**src/rtl/pcpd_pkg.sv**
```systemverilog
// shared types, register indexes and saturation helpers for the pid core
package pcpd_pkg;

    localparam int DATA_W = 32;
    localparam int LIM_W  = 31;
    localparam int SUM_W  = 35;
    localparam int ADDR_W = 3;

    localparam logic [ADDR_W-1:0] CFG_MODE      = 3'd0;
    localparam logic [ADDR_W-1:0] CFG_GAIN_P    = 3'd1;
    localparam logic [ADDR_W-1:0] CFG_GAIN_I    = 3'd2;
    localparam logic [ADDR_W-1:0] CFG_GAIN_D    = 3'd3;
    localparam logic [ADDR_W-1:0] CFG_OUT_LIM   = 3'd4;
    localparam logic [ADDR_W-1:0] CFG_INT_LIM   = 3'd5;
    localparam logic [ADDR_W-1:0] CFG_DEAD_ZONE = 3'd6;
    localparam logic [ADDR_W-1:0] CFG_SEP_THR   = 3'd7;

    localparam logic MODE_POSITIONAL  = 1'b0;
    localparam logic MODE_INCREMENTAL = 1'b1;

    localparam logic [LIM_W-1:0] LIM_RESET = {LIM_W{1'b1}};

    typedef struct packed {
        logic signed [DATA_W-1:0] measured;
        logic signed [DATA_W-1:0] target;
    } in_t;

    typedef struct packed {
        logic signed [DATA_W-1:0] drive;
        logic                     in_dead_zone;
    } out_t;

    typedef struct packed {
        logic                     mode;
        logic signed [DATA_W-1:0] gain_p;
        logic signed [DATA_W-1:0] gain_i;
        logic signed [DATA_W-1:0] gain_d;
        logic [LIM_W-1:0]         output_limit;
        logic [LIM_W-1:0]         integral_limit;
        logic [LIM_W-1:0]         dead_zone;
        logic [LIM_W-1:0]         separation_threshold;
    } cfg_t;

    typedef struct packed {
        logic signed [DATA_W-1:0] prev_error;
        logic signed [DATA_W-1:0] prev_prev_error;
        logic signed [DATA_W-1:0] integral_sum;
        logic signed [DATA_W-1:0] last_incremental_output;
    } state_t;

    function automatic logic signed [SUM_W-1:0] ext32(input logic signed [DATA_W-1:0] v);
        ext32 = {{(SUM_W-DATA_W){v[DATA_W-1]}}, v};
    endfunction

    function automatic logic signed [DATA_W-1:0] sat32(input logic signed [SUM_W-1:0] v);
        logic signed [SUM_W-1:0] max_w;
        logic signed [SUM_W-1:0] min_w;
        max_w = {{(SUM_W-DATA_W+1){1'b0}}, {(DATA_W-1){1'b1}}};
        min_w = {{(SUM_W-DATA_W+1){1'b1}}, {(DATA_W-1){1'b0}}};
        if (v > max_w) begin
            sat32 = max_w[DATA_W-1:0];
        end else if (v < min_w) begin
            sat32 = min_w[DATA_W-1:0];
        end else begin
            sat32 = v[DATA_W-1:0];
        end
    endfunction

    function automatic logic signed [DATA_W-1:0] clamp_sym(input logic signed [SUM_W-1:0] v,
                                                           input logic [LIM_W-1:0] lim);
        logic signed [SUM_W-1:0] pos_w;
        logic signed [SUM_W-1:0] neg_w;
        pos_w = {{(SUM_W-LIM_W){1'b0}}, lim};
        neg_w = -pos_w;
        if (v > pos_w) begin
            clamp_sym = pos_w[DATA_W-1:0];
        end else if (v < neg_w) begin
            clamp_sym = neg_w[DATA_W-1:0];
        end else begin
            clamp_sym = v[DATA_W-1:0];
        end
    endfunction

endpackage

```
**src/rtl/pcpd_cfg.sv**
```systemverilog
// configuration register bank written through the plain write port
module pcpd_cfg (
    input  logic                        aclk,
    input  logic                        aresetn,
    input  logic                        cfg_wr_en,
    input  logic [pcpd_pkg::ADDR_W-1:0] cfg_addr,
    input  logic [pcpd_pkg::DATA_W-1:0] cfg_wdata,
    output pcpd_pkg::cfg_t              cfg
);
    import pcpd_pkg::*;

    cfg_t cfg_reg;
    cfg_t cfg_next;

    always_comb begin
        cfg_next = cfg_reg;
        if (cfg_wr_en) begin
            unique case (cfg_addr)
                CFG_MODE:      cfg_next.mode                 = cfg_wdata[0];
                CFG_GAIN_P:    cfg_next.gain_p               = cfg_wdata;
                CFG_GAIN_I:    cfg_next.gain_i               = cfg_wdata;
                CFG_GAIN_D:    cfg_next.gain_d               = cfg_wdata;
                CFG_OUT_LIM:   cfg_next.output_limit         = cfg_wdata[LIM_W-1:0];
                CFG_INT_LIM:   cfg_next.integral_limit       = cfg_wdata[LIM_W-1:0];
                CFG_DEAD_ZONE: cfg_next.dead_zone            = cfg_wdata[LIM_W-1:0];
                CFG_SEP_THR:   cfg_next.separation_threshold = cfg_wdata[LIM_W-1:0];
            endcase
        end
    end

    always_ff @(posedge aclk) begin
        if (!aresetn) begin
            cfg_reg.mode                 <= MODE_POSITIONAL;
            cfg_reg.gain_p               <= '0;
            cfg_reg.gain_i               <= '0;
            cfg_reg.gain_d               <= '0;
            cfg_reg.output_limit         <= LIM_RESET;
            cfg_reg.integral_limit       <= LIM_RESET;
            cfg_reg.dead_zone            <= '0;
            cfg_reg.separation_threshold <= '0;
        end else begin
            cfg_reg <= cfg_next;
        end
    end

    assign cfg = cfg_reg;

endmodule

```
**config.mk**
```make
export PLATFORM = sky130hd
export DESIGN_NAME = pcpd_cfg
export DESIGN_NICKNAME = d
export VERILOG_FILES = /design/src/rtl/pcpd_pkg.sv /design/src/rtl/pcpd_cfg.sv
export SDC_FILE = /design/constraint.sdc
export NUM_CORES = 1
export LEC_CHECK = 0
export ABC_AREA = 1
export BUFFER_PORTS_ARGS = -buffer_cell sky130_fd_sc_hd__buf_2
export CAP_MARGIN = 40
export CORE_AREA = 2 2 126 128
export DETAILED_ROUTE_END_ITERATION = 10
export DIE_AREA = 0 0 128 130
export GPL_TIMING_DRIVEN = 0
export PLACE_DENSITY = 0.9
export RECOVER_POWER = 25
export SETUP_SLACK_MARGIN = 0.3
export SLEW_MARGIN = 25
export SYNTH_ARGS = -nofsm -noshare
export SYNTH_HDL_FRONTEND = slang
export SYNTH_SLANG_ARGS = --single-unit
```
**constraint.sdc**
```tcl
create_clock -name aclk -period 2.9 [get_ports aclk]
set_input_delay 0.58 -clock aclk [delete_from_list [all_inputs] [get_ports aclk]]
set_output_delay 0.58 -clock aclk [all_outputs]
set_load 0.02 [all_outputs]
```
After elaboration in Yosys (flattened, before gate mapping)
Cells that the tools add are included.

Logic and storage cells: 24. Input bits: 38. Output and inout port bits: 221. Bits in registers: 221.

Equality and inequality tests: 7. Reduce and logical (&&, ||, !) cells: 9.

Operators with widths (number): 2-bit AND reduction (8); 3-bit equality test, second input constant (4); 3-bit by 2-bit equality test with 1-bit output, second input constant (2); 3-bit by 1-bit equality test with 1-bit output, second input constant (1); 3-bit zero test (1).

Logic depth before layout (Yosys ltp)
Gate-level depths: netlist (run 1).

Depth after elaboration: 2. Gate-level depth with buffers: 7. Depth with buffers taken out: 6.

Least setup slack after synthesis (run 1)
OpenSTA, ideal clock, no wires.

Path kind: in2reg. Start: input aresetn. End: register cfg_reg, in the netlist cfg[100]. Buffers on the path: 3. Cell stages on the path: 4. Data required time: 2770 ps. Data arrival time: 1368 ps. Slack: 1402 ps. Setup time: 130 ps. Cell sequence: clkbuf_1 -> clkbuf_1 -> clkbuf_1 -> nand3_1.

RTL lines: start, declared (line pcpd_cfg.sv:4) `input logic aresetn,`; end signal, assigned (line pcpd_cfg.sv:42) `cfg_reg <= cfg_next;`; end, declared (line pcpd_cfg.sv:12) `cfg_t cfg_reg;`.

No word-level cell between the ends.

Final worst setup path (run 1)
Start: input cfg_wr_en. End: register cfg_reg, in the netlist cfg[161].

Cells in the longest elaborated chain, start to end: 1.

Ends and longest elaborated chain: start, declared (line pcpd_cfg.sv:5) `input logic cfg_wr_en,`; 2-bit AND reduction (no source line).

No other way between the ends. A chain may end at the register's enable or synchronous reset.

==> flow_summary_export.csv, run 1 <==
group,metric,value,unit
sta,relSlewSlack,51.3,%
cts,htree_levels,1,
logic_synthesis,avgSynthCellArea,7.03,µm²
cts,cts_tree,"yes",
logic_synthesis,ys_seq_area_share,53.4,%
global_routing,gr-usage-met1,38.8,%
worst_setup_path,worstPathCellList,"clkbuf_1, inv_1, nor2_1, clkbuf_1, clkbuf_1, nand3_1, nand2_1, nor2_1",
sta,rsz0062_at_grt,"false",
logic_synthesis,yosysUniqueCellTypes,10,
floorplan,chipWidth,128,µm
floorplan,ioPinCount,259,
worst_setup_path,criticalPathCategory,"in2reg",
placement,globalplace.congestion,0.948,
global_routing,use_met2,52.5,%
detailed_routing,first_iter_violations,730,
worst_setup_path,cpPeakStageDelay,540,ps
detailed_routing,avgRoutedWirePerCell,16.2,µm
floorplan,start_util,53.7,%
final_layout,layout-drive-gt1-share,18.6,%
sta,clock.fmax,487,MHz
final_layout,fill_cells,1336,
placement,portBuffers,257,
final_layout,diodes,0,
floorplan,fp.dieArea,16600,µm²
cts,clock_latency,500,ps
power,cellPowerDensity,643,nW/µm²
logic_synthesis,synth_fp_nets,1217,
job,cap_violations,0,
cts,ctsResizeCount,0,
sta,fin_skew,0,ps
logic_synthesis,yosysMostFrequentCell,"nor2_1",
global_routing,grt_util_met3,6.89,%
global_routing,grt_max_degree,15,
logic_synthesis,synth_edf_count,0,
sta,worst_slew_pin_slew,728,ps
worst_setup_path,worst_path_dominant_cell_family,"buffers and inverters",
logic_synthesis,synth_top_area_cell,"dfxtp_1",
global_routing,grt_use_total,30.8,%
detailed_routing,vias_per_cell,5.28,
cts,root_buffer,"clkbuf_16",
cts,cts_hold_buf,0,
final_layout,largest_reg_flops,221,
global_routing,grt_pass1_vias,7544,
placement,place_area,9810,µm²
logic_synthesis,ys.flop_type,"dfxtp_1",
worst_setup_path,critPathArrivalTime,2450,ps
global_routing,grt.busiest_layer,"met2",
sta,finalWorstSetupSlack,846,ps
power,power,6.73,mW
power,vdd.ir_drop.worst,0.486,mV
floorplan,row_count,46,
global_routing,grt_pass1_wl,40100,µm
logic_synthesis,netlist_instances,1179,
placement,hpwl,19900,µm
cts,numCtsBuffers,22,
final_layout,post-route-util,67.8,%
power,cellLeakagePower,5.18,nW
global_routing,antenna_found_initial,0,
sta,tns,0,ps
detailed_routing,ant_nets,0,
min_path,holdCritPathClass,"in2reg",
worst_setup_path,slowest_stage,"nor2_1",
sta,holdWs,329,ps
logic_synthesis,ys_warn_count,0,
worst_setup_path,crit_buf_inv,4,
cts,cts_max_path_buffers,3,
sta,min_period,2050,ps
detailed_routing,routed_wl,27000,µm
outcome,status,"finished clean",
sta,timing.final.crit_share,70.8,%
final_layout,fin_nets,1498,
cts,path_clk_slew,60,ps
global_routing,overflow,0,
final_layout,fin_cells,1666,
detailed_routing,num_vias,8792,
sta,setup_violations,0,
final_layout,syn_to_final_growth,26.3,%
worst_setup_path,cp_max_fo,10,
worst_setup_path,end_kind,"flip-flop",
logic_synthesis,synthArstFlopShare,0,%
logic_synthesis,synth_top_area_share,53.4,%
cts,cts_sinks,221,
logic_synthesis,synth_commonest_cells,"325 x nor2_1, 321 x nand2_1, 221 x dfxtp_1",
sta,final_max_slew_viol_count,0,
worst_setup_path,path_common_cell,"clkbuf_1",
worst_setup_path,cp-start-kind,"input pin",
floorplan,core,15400,µm²
detailed_routing,drt-pass1-iter-count,7,
floorplan,die_h,130,µm
placement,post-place-ws,760,ps
sta,hold_viol,0,
detailed_routing,route.detailed.drc,0,
logic_synthesis,ys_ff_latch,221,
placement,place_inst,1628,
final_layout,fin_area,10500,µm²
worst_setup_path,crit_required,3290,ps
logic_synthesis,synth_area_leaders,"dfxtp_1 53%, nor2_1 15%, nand2_1 15%",
logic_synthesis,synth_area,8290,µm²
cts,postCtsSetupBuffers,0,
==> report_power, final <==
| group | leakage, nW | total [mW] | switching (mW) | internal, mW |
|---|---|---|---|---|
| clock | 0.346 | 2.78 | 1.16 | 1.62 |
| combinational | 3.03 | 0.748 | 0.536 | 0.212 |
| sequential | 1.80 | 3.20 | 0.0588 | 3.14 |
==> area by class of cell <==
cell class                      count  area, µm²  share of cell area (%)
Sequential cell                   221       4420                    42.3
Multi-Input combinational cell    839       3390                    32.4
Timing Repair Buffer              257       1250                    11.9
Clock buffer                       32        639                    6.11
Buffer                             80        319                    3.05
Tap cell                          192        240                    2.30
Inverter                           39        146                    1.40
Clock inverter                      6       58.8                   0.562
==> final timing paths <==
kind,to,start,slack (ps),cells past startpoint
setup / recovery,cfg[161]$_SDFFE_PN0P_,cfg_wr_en,850,8
hold / removal,cfg[115]$_SDFFE_PN1P_,cfg_wdata[22],330,3
setup reg to reg,cfg[220]$_SDFFE_PN0P_,cfg[220]$_SDFFE_PN0P_,2260,2
hold reg to reg,cfg[73]$_SDFFE_PN1P_,cfg[73]$_SDFFE_PN1P_,450,2
==> metal layers <==
| metal | wire [µm] | share of wire, % |
|---|---|---|
| met1 | 10500 | 39 |
| met5 | 0 | 0 |
| met2 | 12800 | 47 |
| met3 | 2720 | 10 |
| met4 | 963 | 3.6 |
==> cells in the final DEF (no fill, tap or decap), drive strengths merged <==
master / netlist / layout
bufinv: 0 / 1
nand3: 190 / 190
buf: 29 / 252
clkbuf: 51 / 117
clkinv: 0 / 4
nand2: 321 / 321
nor2: 327 / 327
a21oi: 1 / 1
dfxtp: 221 / 221
inv: 39 / 40
==> worst min-delay path: cells and delay by family <==
kind | cells | cell delay [ps]
buffers and inverters | 1 | 110
AND/OR/NAND/NOR | 2 | 100
==> logic make-up (layout without fill, tap and decap cells) <==
family | count (synthesis) | after routing | synth area share (%)
AOI/OAI and AO/OA | 1 | 1 | 0.0603
and+or+nand+nor | 838 | 838 | 40.9
DFF | 221 | 221 | 53.4
buffers and inverters | 119 | 414 | 5.68
Power figures use the tool's default switching activity.
==> run 2: changes to the inputs <==
CORE_AREA = 2 2 131 133   (was 2 2 126 128)
DIE_AREA = 0 0 133 135   (was 0 0 128 130)
PLACE_DENSITY = 0.85   (was 0.9)
clock period = 2 ns   (was 2.9 ns; I/O delays follow)
==> flow_summary_export.csv, run 2 (synthesis gave the netlist of run 1 again) <==
group,metric,value,unit
cts,postCtsSetupBuffers,0,
worst_setup_path,critPathArrivalTime,1960,ps
detailed_routing,num_vias,8641,
floorplan,row_count,47,
worst_setup_path,criticalPathCategory,"in2reg",
cts,cts_hold_buf,0,
detailed_routing,vias_per_cell,5.10,
final_layout,layout-drive-gt1-share,17.8,%
floorplan,ioPinCount,259,
sta,min_period,1580,ps
sta,timing.final.crit_share,78.9,%
global_routing,grt_pass1_vias,7606,
sta,relSlewSlack,41.1,%
sta,setup_violations,0,
worst_setup_path,crit_start,"cfg_addr[1]",
floorplan,start_util,50.5,%
power,cellLeakagePower,5.13,nW
sta,final_max_slew_viol_count,0,
placement,globalplace.congestion,0.896,
cts,path_clk_slew,60,ps
outcome,status,"finished clean",
cts,cts_max_path_buffers,3,
cts,cts_sinks,221,
worst_setup_path,crit_required,2390,ps
worst_setup_path,end_kind,"flip-flop",
floorplan,chipWidth,133,µm
power,cellPowerDensity,913,nW/µm²
final_layout,largest_reg_flops,221,
detailed_routing,first_iter_violations,704,
final_layout,fin_area,10500,µm²
sta,rsz0062_at_grt,"false",
final_layout,layout_common_cells,"327 x nor2_1, 321 x nand2_1, 233 x buf_2, 221 x dfxtp_1, 190 x nand3_1",
detailed_routing,routed_wl,26800,µm
sta,fin_skew,0,ps
floorplan,die_h,135,µm
worst_setup_path,rr_endpoint,"cfg[3]$_SDFFE_PN0P_",
worst_setup_path,r2r_start,"cfg[3]$_SDFFE_PN0P_",
global_routing,grt_max_degree,14,
power,vdd.ir_drop.worst,0.597,mV
job,cap_violations,0,
cts,clock_latency,490,ps
final_layout,fill_cells,1488,
cts,ctsResizeCount,0,
placement,hpwl,19700,µm
sta,clock.fmax,634,MHz
detailed_routing,avgRoutedWirePerCell,15.8,µm
min_path,holdCritPathClass,"in2reg",
detailed_routing,route.detailed.drc,0,
floorplan,fp.dieArea,18000,µm²
global_routing,overflow,0,
cts,numCtsBuffers,23,
final_layout,fin_nets,1499,
worst_setup_path,critPathCapture,"cfg[167]$_SDFFE_PN0P_",
sta,worst_slew_pin_slew,881,ps
global_routing,antenna_found_initial,3,
final_layout,layout_commonest_cell,"nor2_1",
placement,portBuffers,257,
worst_setup_path,cp-start-kind,"input pin",
sta,tns,0,ps
worst_setup_path,r2r_cells,2,
cts,root_buffer,"clkbuf_16",
cts,htree_levels,1,
detailed_routing,ant_nets,0,
global_routing,grt_pass1_wl,40300,µm
floorplan,core,16400,µm²
worst_setup_path,r2r_slack,1370,ps
worst_setup_path,cp_max_fo,10,
placement,place_area,9850,µm²
detailed_routing,drt-pass1-iter-count,8,
min_path,min-delay-start,"cfg_wdata[27]",
final_layout,syn_to_final_growth,26.1,%
cts,cts_tree,"yes",
global_routing,grt_use_total,28.6,%
sta,hold_viol,0,
## run 2: changes by cell type in the layout (fill, tap and decap cells not counted), sizes merged
cell,delta
inv,-1
bufinv,-1
clkbuf,+10
buf,-9
clkinvlp,+1
diode,+1
## run 2: worst min-delay path by stage
stage | cells after the start | end | slack [ps]
final | 3 | cfg[120]$_SDFFE_PN1P_ | 140
after global routing | 3 | cfg[95]$_SDFFE_PN1P_ | 150
after CTS | 3 | cfg[120]$_SDFFE_PN1P_ | 130
after detailed placement | 2 | cfg[88]$_SDFFE_PN1P_ | 440
after global placement | 2 | cfg[63]$_SDFFE_PN1P_ | 430
after floorplan | 2 | cfg[100]$_SDFFE_PN1P_ | 510
## run 2: critical path, cell delays in order
cell	delay [ps]
buf_2	120
inv_1	60
nor2_1	670
clkbuf_1	440
nand3_1	140
nand2_1	90
nor2_1	40
## run 2: layout make-up
cell class / count / area, µm² / share of cell area, %
multi-input combinational: 839 / 3390 / 32.4
clock buffer: 33 / 633 / 6.06
sequential: 221 / 4420 / 42.3
timing repair buffer: 257 / 1240 / 11.8
antenna: 1 / 2.50 / 0.0239
clock inverter: 5 / 27.5 / 0.263
inverter: 39 / 146 / 1.40
tap: 220 / 275 / 2.63
buffer: 80 / 320 / 3.06
## run 2: power by group
part           total (mW)  switching, mW  internal, mW
combinational        1.07          0.768         0.306
sequential           4.65         0.0878          4.56
clock                3.83           1.64          2.19
total                9.55           2.50          7.05
## run 2: per-stage QoR
| step | power (mW) | utilization [%] | hold slack (ps) | instances | setup slack [ps] |
|---|---|---|---|---|---|
| after floorplan | 5.40 | - | 513 | 1179 | 682 |
| after global placement | 5.79 | 60.0 | 433 | 1656 | 117 |
| after detailed placement | 5.81 | 60.0 | 439 | 1656 | 96.0 |
| after CTS | 9.58 | 64.1 | 127 | 1694 | 534 |
| after global routing | 9.89 | 63.7 | 147 | 1695 | 264 |
| final | 9.55 | 63.7 | 143 | 1695 | 422 |
## run 2: layer usage
layer	vias up	global-route usage (%)	part of all wire [%]
met1	3958	36.7	41
met5	-	0	0.10
li1	4210	-	-
met3	72	6.19	8.7
met2	397	46.7	46
met4	4	12.4	3.7
